`config.mk`:
```
export PLATFORM = sky130hd
export DESIGN_NAME = sparse_triple_merge_add
export DESIGN_NICKNAME = d
export VERILOG_FILES = /design/src/hdl/stma_pkg.sv /design/src/hdl/sparse_triple_merge_add.sv /design/src/hdl/stma_list_mem.sv
export VERILOG_INCLUDE_DIRS = /design/src /design/src/hdl
export SDC_FILE = /design/constraint.sdc
export NUM_CORES = 2
export LEC_CHECK = 0
export CAP_MARGIN = 20
export CORE_MARGIN = 2
export CORE_UTILIZATION = 40
export DETAILED_ROUTE_END_ITERATION = 6
export DONT_BUFFER_PORTS = 1
export GPL_ROUTABILITY_DRIVEN = 0
export PLACE_DENSITY = 0.54
export REMOVE_ABC_BUFFERS = 1
export SYNTH_ARGS = -nofsm -noshare
export SYNTH_HDL_FRONTEND = slang
export SYNTH_SLANG_ARGS = --single-unit
```
`constraint.sdc`:
```
create_clock -name clk -period 8.73 [get_ports clk]
set_input_delay 1.746 -clock clk [delete_from_list [all_inputs] [get_ports clk]]
set_output_delay 1.746 -clock clk [all_outputs]
set_load 0.02 [all_outputs]
```
`src/hdl/sparse_triple_merge_add_defines.svh`:
```
// assertion macros for the sparse triple merge adder
// no dependencies; taken in by the files that carry assertions
`ifndef SPARSE_TRIPLE_MERGE_ADD_DEFINES_SVH
`define SPARSE_TRIPLE_MERGE_ADD_DEFINES_SVH
`ifndef SYNTH
// same-cycle implication
`define STMA_ASSERT_IMP(label, clk, rst_n, ante, cons, msg) \
	label: assert property (@(posedge clk) disable iff (!rst_n) (ante) |-> (cons)) \
		else $error(msg);
// next-cycle implication
`define STMA_ASSERT_NXT(label, clk, rst_n, ante, cons, msg) \
	label: assert property (@(posedge clk) disable iff (!rst_n) (ante) |=> (cons)) \
		else $error(msg);
`else
`define STMA_ASSERT_IMP(label, clk, rst_n, ante, cons, msg)
`define STMA_ASSERT_NXT(label, clk, rst_n, ante, cons, msg)
`endif
`endif

```
`src/hdl/stma_pkg.sv`:
```
// shared types and codes for the sparse triple merge adder
// no dependencies
package stma_pkg;

	localparam int RowW = 10;
	localparam int ColW = 10;
	localparam int ValW = 16;
	localparam int SumW = 17;

	typedef enum logic [1:0] {
		CmdLoadA = 2'd0,
		CmdLoadB = 2'd1,
		CmdRun   = 2'd2,
		CmdNone  = 2'd3
	} cmd_t;

	typedef enum logic [1:0] {
		StIdle   = 2'd0,
		StMerge  = 2'd1,
		StFinish = 2'd2
	} state_t;

	// one stored triple, 36 bits
	typedef struct packed {
		logic [RowW-1:0]        row;
		logic [ColW-1:0]        col;
		logic signed [ValW-1:0] val;
	} entry_t;

endpackage

```
`src/hdl/sparse_triple_merge_add.sv`:
```
// sparse matrix addition by merging two sorted lists of nonzero triples
// depends on stma_pkg, stma_list_mem and sparse_triple_merge_add_defines.svh
//
// usage:
// - input channel (in_valid/in_ready) takes a command with a triple:
//   load into list A, load into list B, or run; the unused code is dropped
// - a load gives no item, so loads go one per cycle; a load into a full
//   list is dropped and remembered, and every item of the next run shows
//   overflow
// - a run walks both stores with one compare per cycle unless the output
//   stalls: equal keys are added (a zero sum is dropped), otherwise the
//   smaller key passes, and the tail of the longer list is appended
// - each result is held back one step so the final one can carry last;
//   a run that yields nothing gives a single item with empty_res and last
// - in a run, each merge step that yields a result moves the held result
//   to the output register and holds the new one; once both lists are
//   used up the run moves to the finish state, which sends the held
//   result with last and closes the run; the merge rate is set by the
//   single read port of each store and the one-entry hold register
// - in_ready is high only while no run is in progress
// - output channel (out_valid/out_ready) has an output register; while
//   the receiver stalls with a held result waiting, the merge pauses
// - reset clears the counts, the drop flag and all control; the stores
//   need no clearing since only written entries are ever read
// - after a run the counts and the drop flag return to zero
`include "sparse_triple_merge_add_defines.svh"

module sparse_triple_merge_add
	import stma_pkg::*;
#(
	parameter int LIST_DEPTH = 32
) (
	input  logic                   clk,
	input  logic                   arst_n,
	input  logic                   in_valid,
	output logic                   in_ready,
	input  logic [1:0]             command,
	input  logic [RowW-1:0]        row,
	input  logic [ColW-1:0]        col,
	input  logic signed [ValW-1:0] value,
	output logic                   out_valid,
	input  logic                   out_ready,
	output logic [RowW-1:0]        out_row,
	output logic [ColW-1:0]        out_col,
	output logic signed [SumW-1:0] out_value,
	output logic                   last,
	output logic                   empty_res,
	output logic                   overflow
);

	localparam int AW = (LIST_DEPTH > 1) ? $clog2(LIST_DEPTH) : 1;
	localparam int CW = $clog2(LIST_DEPTH + 1);
	localparam logic [CW-1:0] Full = CW'(LIST_DEPTH);

	// control state
	state_t         state_q, state_d;
	logic [CW-1:0]  cnt_a_q, cnt_a_d;
	logic [CW-1:0]  cnt_b_q, cnt_b_d;
	logic [CW-1:0]  ia_q, ia_d;
	logic [CW-1:0]  ib_q, ib_d;
	logic           dropped_q, dropped_d;

	// result held back until the next one (or the end) is known
	logic                   pend_valid_q, pend_valid_d;
	logic [RowW-1:0]        pend_row_q, pend_row_d;
	logic [ColW-1:0]        pend_col_q, pend_col_d;
	logic signed [SumW-1:0] pend_val_q, pend_val_d;

	// output register
	logic                   out_valid_q, out_valid_d;
	logic [RowW-1:0]        out_row_q, out_row_d;
	logic [ColW-1:0]        out_col_q, out_col_d;
	logic signed [SumW-1:0] out_val_q, out_val_d;
	logic                   last_q, last_d;
	logic                   empty_q, empty_d;
	logic                   ovf_q, ovf_d;

	// store ports
	logic    wr_a, wr_b;
	entry_t  wr_entry;
	entry_t  rd_a, rd_b;

	// merge datapath
	logic                   out_free;
	logic                   a_has, b_has;
	logic [RowW+ColW-1:0]   key_a, key_b;
	logic signed [SumW-1:0] sum_ab;
	logic                   take_a, take_b;
	logic                   res_valid;
	logic [RowW-1:0]        res_row;
	logic [ColW-1:0]        res_col;
	logic signed [SumW-1:0] res_val;
	cmd_t                   cmd;

	assign cmd      = cmd_t'(command);
	assign out_free = !out_valid_q || out_ready;
	assign wr_entry = '{row: row, col: col, val: value};

	stma_list_mem #(.DEPTH(LIST_DEPTH)) u_mem_a (
		.clk     (clk),
		.wr_en   (wr_a),
		.wr_addr (cnt_a_q[AW-1:0]),
		.wr_data (wr_entry),
		.rd_addr (ia_d[AW-1:0]),
		.rd_data (rd_a)
	);

	stma_list_mem #(.DEPTH(LIST_DEPTH)) u_mem_b (
		.clk     (clk),
		.wr_en   (wr_b),
		.wr_addr (cnt_b_q[AW-1:0]),
		.wr_data (wr_entry),
		.rd_addr (ib_d[AW-1:0]),
		.rd_data (rd_b)
	);

	// compare the two list heads
	always_comb begin
		a_has     = ia_q < cnt_a_q;
		b_has     = ib_q < cnt_b_q;
		key_a     = {rd_a.row, rd_a.col};
		key_b     = {rd_b.row, rd_b.col};
		sum_ab    = SumW'(rd_a.val) + SumW'(rd_b.val);
		take_a    = 1'b0;
		take_b    = 1'b0;
		res_valid = 1'b0;
		res_row   = rd_a.row;
		res_col   = rd_a.col;
		res_val   = SumW'(rd_a.val);
		if (a_has && b_has) begin
			if (key_a == key_b) begin
				// matched coordinate: add, drop a zero sum
				take_a    = 1'b1;
				take_b    = 1'b1;
				res_valid = (sum_ab != '0);
				res_val   = sum_ab;
			end else if (key_a < key_b) begin
				take_a    = 1'b1;
				res_valid = 1'b1;
			end else begin
				take_b    = 1'b1;
				res_valid = 1'b1;
				res_row   = rd_b.row;
				res_col   = rd_b.col;
				res_val   = SumW'(rd_b.val);
			end
		end else if (a_has) begin
			take_a    = 1'b1;
			res_valid = 1'b1;
		end else if (b_has) begin
			take_b    = 1'b1;
			res_valid = 1'b1;
			res_row   = rd_b.row;
			res_col   = rd_b.col;
			res_val   = SumW'(rd_b.val);
		end
	end

	// next state and outputs
	always_comb begin
		state_d      = state_q;
		cnt_a_d      = cnt_a_q;
		cnt_b_d      = cnt_b_q;
		ia_d         = ia_q;
		ib_d         = ib_q;
		dropped_d    = dropped_q;
		pend_valid_d = pend_valid_q;
		pend_row_d   = pend_row_q;
		pend_col_d   = pend_col_q;
		pend_val_d   = pend_val_q;
		out_valid_d  = out_valid_q && !out_ready;
		out_row_d    = out_row_q;
		out_col_d    = out_col_q;
		out_val_d    = out_val_q;
		last_d       = last_q;
		empty_d      = empty_q;
		ovf_d        = ovf_q;
		wr_a         = 1'b0;
		wr_b         = 1'b0;
		in_ready     = 1'b0;
		case (state_q)
			StIdle: begin
				// ready is high here, so a valid item is accepted
				in_ready = 1'b1;
				if (in_valid) begin
					case (cmd)
						CmdLoadA: begin
							if (cnt_a_q < Full) begin
								wr_a    = 1'b1;
								cnt_a_d = cnt_a_q + 1'b1;
							end else begin
								dropped_d = 1'b1;
							end
						end
						CmdLoadB: begin
							if (cnt_b_q < Full) begin
								wr_b    = 1'b1;
								cnt_b_d = cnt_b_q + 1'b1;
							end else begin
								dropped_d = 1'b1;
							end
						end
						CmdRun: begin
							state_d = StMerge;
						end
						default: begin
						end
					endcase
				end
			end
			StMerge: begin
				if (!a_has && !b_has) begin
					state_d = StFinish;
				end else if (!pend_valid_q || out_free) begin
					ia_d = ia_q + CW'(take_a);
					ib_d = ib_q + CW'(take_b);
					if (res_valid) begin
						// the held result is now known not to be the last
						if (pend_valid_q) begin
							out_valid_d = 1'b1;
							out_row_d   = pend_row_q;
							out_col_d   = pend_col_q;
							out_val_d   = pend_val_q;
							last_d      = 1'b0;
							empty_d     = 1'b0;
							ovf_d       = dropped_q;
						end
						pend_valid_d = 1'b1;
						pend_row_d   = res_row;
						pend_col_d   = res_col;
						pend_val_d   = res_val;
					end
				end
			end
			StFinish: begin
				if (out_free) begin
					out_valid_d  = 1'b1;
					last_d       = 1'b1;
					ovf_d        = dropped_q;
					empty_d      = !pend_valid_q;
					out_row_d    = pend_valid_q ? pend_row_q : '0;
					out_col_d    = pend_valid_q ? pend_col_q : '0;
					out_val_d    = pend_valid_q ? pend_val_q : '0;
					pend_valid_d = 1'b0;
					cnt_a_d      = '0;
					cnt_b_d      = '0;
					ia_d         = '0;
					ib_d         = '0;
					dropped_d    = 1'b0;
					state_d      = StIdle;
				end
			end
			default: begin
				state_d = StIdle;
			end
		endcase
	end

	always_ff @(posedge clk or negedge arst_n) begin
		if (!arst_n) begin
			state_q      <= StIdle;
			cnt_a_q      <= '0;
			cnt_b_q      <= '0;
			ia_q         <= '0;
			ib_q         <= '0;
			dropped_q    <= 1'b0;
			pend_valid_q <= 1'b0;
			out_valid_q  <= 1'b0;
		end else begin
			state_q      <= state_d;
			cnt_a_q      <= cnt_a_d;
			cnt_b_q      <= cnt_b_d;
			ia_q         <= ia_d;
			ib_q         <= ib_d;
			dropped_q    <= dropped_d;
			pend_valid_q <= pend_valid_d;
			out_valid_q  <= out_valid_d;
		end
	end

	// payload registers, no reset needed
	always_ff @(posedge clk) begin
		pend_row_q <= pend_row_d;
		pend_col_q <= pend_col_d;
		pend_val_q <= pend_val_d;
		out_row_q  <= out_row_d;
		out_col_q  <= out_col_d;
		out_val_q  <= out_val_d;
		last_q     <= last_d;
		empty_q    <= empty_d;
		ovf_q      <= ovf_d;
	end

	assign out_valid = out_valid_q;
	assign out_row   = out_row_q;
	assign out_col   = out_col_q;
	assign out_value = out_val_q;
	assign last      = last_q;
	assign empty_res = empty_q;
	assign overflow  = ovf_q;

	// read pointers never pass the fill counts
	`STMA_ASSERT_IMP(a_idx_in_range, clk, arst_n, 1'b1, (ia_q <= cnt_a_q && ib_q <= cnt_b_q), "read index beyond count")
	// a held result only exists during a run
	`STMA_ASSERT_IMP(pend_only_in_run, clk, arst_n, pend_valid_q, (state_q != StIdle), "held result while idle")
	// an empty run item is always the last one
	`STMA_ASSERT_IMP(empty_is_last, clk, arst_n, (out_valid_q && empty_q), last_q, "empty item without last")
	// closing a run clears the lists and the drop flag
	`STMA_ASSERT_NXT(run_close_clears, clk, arst_n, (state_q == StFinish && out_free), (cnt_a_q == '0 && cnt_b_q == '0 && !dropped_q && state_q == StIdle), "run close did not clear state")

endmodule

```
`src/hdl/stma_list_mem.sv`:
```
// triple store: single write port, one registered read port
// depends on stma_pkg
module stma_list_mem
	import stma_pkg::*;
#(
	parameter int DEPTH = 32
) (
	input  logic                                 clk,
	input  logic                                 wr_en,
	input  logic [(DEPTH > 1 ? $clog2(DEPTH) : 1)-1:0] wr_addr,
	input  entry_t                               wr_data,
	input  logic [(DEPTH > 1 ? $clog2(DEPTH) : 1)-1:0] rd_addr,
	output entry_t                               rd_data
);

	entry_t mem_q [DEPTH];
	entry_t rd_data_q;

	always_ff @(posedge clk) begin
		if (wr_en) begin
			mem_q[wr_addr] <= wr_data;
		end
	end

	always_ff @(posedge clk) begin
		rd_data_q <= mem_q[rd_addr];
	end

	assign rd_data = rd_data_q;

endmodule
```
==> impl_metrics.json <==
{
  "status": "finished, final reports clean",
  "syn_area_per_cell_um2": 15.57,
  "netlist_instances": 6295,
  "p_leak_nw": 33.82,
  "ys_ff_latch": 2482,
  "dr_total_vias": 56816,
  "antenna_found_initial": 27,
  "synth_flop_cell": "edfxtp_1",
  "num_rows": 181,
  "fin_crit_ns": 6.888,
  "synth-xor-area-share_pct": 0.1429,
  "coreArea_um2": 243500,
  "ys_warn_count": 0,
  "multi_input_area_um2": 22820,
  "cp_data_arrival_time_ns": 7.59,
  "rsz0062_at_grt": "no",
  "cts_tree": "built",
  "synth_compound_area_share_pct": 8.263,
  "grt_pass1_wl_mm": 407.6,
  "synthAdderAreaFrac_pct": 0.7990,
  "antenna_left": 0,
  "syn_area_um2": 98030,
  "crit_family": "simple AND/OR/NAND/NOR gates",
  "layout-drive-gt1-share_pct": 10.14,
  "setup_viol": 0,
  "synth_top_family_by_area": "compound AO/OA/AOI/OAI gates",
  "fmax_mhz": 145.2,
  "p_clk_share_pct": 36.6,
  "dpl.hpwl_mm": 154.4,
  "yosys.area_share.simple_pct": 7.376,
  "worst_setup_path_start_kind": "flop",
  "cp_cell_sequence": "inv_1 > ha_1 > nor2b_1 > o21a_1 > o21a_1 > o21ai_0 > and3_1 > o21ai_0 > o31ai_2 > buf_4 > inv_1 > ha_1 > ha_1 > nand2_1 > o211ai_4 > and2_4 > inv_1 > nand3_2 > buf_4 > buf_4 > o22ai_1 > nor4_2",
  "dp_cells": 9242,
  "clock_sinks": 2482,
  "cts_root_buffer": "clkbuf_16",
  "synth_edf_count": 2381,
  "cp_num_buf_inv": 6,
  "die_height_um": 499.1,
  "ys_types": 81,
  "numCtsBuffers": 281,
  "clk_latency_ns": 0.91,
  "clk_transition_reported_paths_ns": 0.06,
  "start_util_pct": 40.27,
  "seq_area_frac_synth_pct": 75.14,
  "clock_path_buffers": 4,
  "crit_fanout": 52,
  "worstPathRequired_ns": 9.43,
  "track_usage_pct": 22.66,
  "drt_iter0_markers": 6559,
  "die-area_um2": 249100,
  "seq_area_um2": 73670,
  "nFillCells": 20943,
  "overflow": 0,
  "synth_common_cells": "edfxtp_1, nand2_1, mux2i_1",
  "clock_skew_ns": 0.05784,
  "end_kind": "flop",
  "synth_top_area_share_pct": 72.93,
  "synth_largest_area_cell": "edfxtp_1",
  "cellPowerDensity_nw_per_um2": 272.8,
  "area_growth_pct": 12.73,
  "final_nets": 6428,
  "dieWidth_um": 499.1,
  "relSlewSlack_pct": 25.70,
  "first_global_vias": 54701,
  "cap_violations": 0,
  "final_cells": 9725,
  "vdd.ir_drop.worst_mv": 0.2129,
  "hold_viol": 0,
  "numPortBuffers": 0,
  "hp-class": "flop to flop",
  "grt_max_degree": 161,
  "max_stage_delay_ns": 0.76,
  "cts_hold_buf": 0,
  "htree_num_levels": 5,
  "ios": 84,
  "power_switching_mw": 8.415,
  "combinationalPowerShare_pct": 15.9,
  "slowest_stage": "dfxtp_1",
  "finalMaxSlewViolations": 0,
  "drcViolationCount": 0,
  "synthMuxAreaShare_pct": 6.112,
  "setup_tns_ns": 0,
  "path_class": "flop to flop",
  "drtPass1Iterations": 6,
  "routed_wirelength_mm": 289.5,
  "synthMostInstantiatedCell": "edfxtp_1",
  "wl_per_cell_um": 29.77,
  "period_share_pct": 78.90,
  "seqPwrFrac_pct": 47.5,
  "avgViaCountPerCell": 5.842,
  "swShare_pct": 27.91,
  "postCtsSetupRepairBufs": 0,
  "tightest_slew_ns": 1.112,
  "synth-async-reset-ratio_pct": 1.168,
  "internal_power_mw": 21.73,
  "post_cts_resize_count": 0,
  "ys_top_cells_by_area": "edfxtp_1, mux2i_1, nand2_1"
}
==> cell usage in the layout (no fill, tap or decap), types with 6 or more instances in the layout <==
master	Yosys	routed
edfxtp_1	2381	2381
nand2_1	1182	1182
mux2i_1	575	575
a22oi_1	293	293
clkbuf_16	0	290
a21oi_1	167	167
nand4_1	148	148
a32oi_1	145	145
a32o_1	145	145
buf_4	45	123
clkbuf_1	149	85
o22ai_1	74	74
a22o_1	75	74
dfxtp_1	72	72
nor2_4	0	71
ha_1	61	61
nand3_1	58	58
inv_1	50	49
and2_1	43	42
a211oi_1	41	41
nor4_2	36	36
clkinv_1	0	36
nor2_1	102	34
dfrtp_1	29	29
clkinv_2	1	28
o21ai_0	26	26
mux2_2	21	21
clkbuf_8	0	18
o211ai_1	17	17
buf_12	0	17
a21o_1	11	11
xnor2_1	11	11
nor3_1	10	10
a2111oi_0	9	9
bufinv_16	0	9
and3_1	9	8
nand2b_1	8	7
nor2b_1	6	6
==> through the flow <==
stage	cell area (µm²)	hold WS, ns	utilization [%]	setup slack (ns)	power, mW
2_1_floorplan	96110	0.4411	-	-25.75	18.30
3_5_place_dp	102000	0.5140	41.90	1.902	19.31
6_report	110500	0.5271	45.39	1.842	30.15
5_1_grt	110500	0.4848	45.39	1.646	31.14
4_1_cts	110500	0.4749	45.38	1.858	30.34
3_3_place_gp	102000	0.5074	41.89	1.940	19.30
==> worst register-to-register path, delay by kind of cell, from the launching register on <==
family	cells	cell delay (ns)
DFF	1	0.76
and+or+nand+nor	6	2.45
AOI/OAI and AO/OA	7	1.43
adders and majority gates	3	0.63
buffers and inverters	6	1.42
==> kinds of logic after synthesis <==
| family | Yosys count |
|---|---|
| xor gates and xnor gates | 16 |
| and+or+nand+nor | 1634 |
| AOI/OAI and AO/OA | 1056 |
| buffers and inverters | 449 |
| DFF | 2482 |
| muxes | 596 |
| adders and majority gates | 62 |
==> layer usage <==
layer | wire (µm) | global-route usage [%]
met5 | 13 | 0
met4 | 9038 | 7.423
met3 | 21540 | 3.505
met2 | 135700 | 36.12
met1 | 123200 | 31.83
==> final cells by class <==
cell class	instances	share of cell area (%)
inverters	53	0.1947
repair buffers	142	1.193
clock buffers	393	7.080
flip-flops and latches	2482	66.66
diodes	5	0.01132
multi-input cells	3364	20.65
well taps	3202	3.625
clock inverters	84	0.5854
==> path summary, 6_finish.rpt <==
kind	cells past startpoint	slack, ns	start	endpoint
setup / recovery	22	1.84	u_mem_a.rd_data[16]	u_mem_b.rd_data[29]
hold / removal	1	0.53	pend_col_q[0]	out_col[0]
setup reg to reg	22	1.84	u_mem_a.rd_data[16]	u_mem_b.rd_data[29]
hold reg to reg	1	0.53	pend_col_q[0]	out_col[0]
max in group asynchronous	0	8.08	arst_n	out_valid
min in group asynchronous	0	0.54	arst_n	ib_q[5]
==> power groups by stage <==
stage / clock network, mW / logic (mW) / registers, mW
floorplan: 0 / 4.11 / 14.2
global placement: 0 / 4.73 / 14.6
detailed placement: 0 / 4.75 / 14.6
CTS: 11.2 / 4.78 / 14.3
global route: 11.7 / 5.13 / 14.3
finish: 11.0 / 4.79 / 14.3
==> flip-flops by register name, indices dropped and copies added, names as in the netlist, 2 cells and up <==
name and cells:
pend_col_q 10, ia_q 6, out_row 10, state_q 2, out_value 17, cnt_a_q 6
out_col 10, u_mem_b.rd_data 36, u_mem_a.rd_data 36, cnt_b_q 6, ib_q 6, pend_val_q 17
u_mem_b.mem_q 1152, pend_row_q 10, u_mem_a.mem_q 1152
No activity file was read; power rests on OpenSTA's default activity.
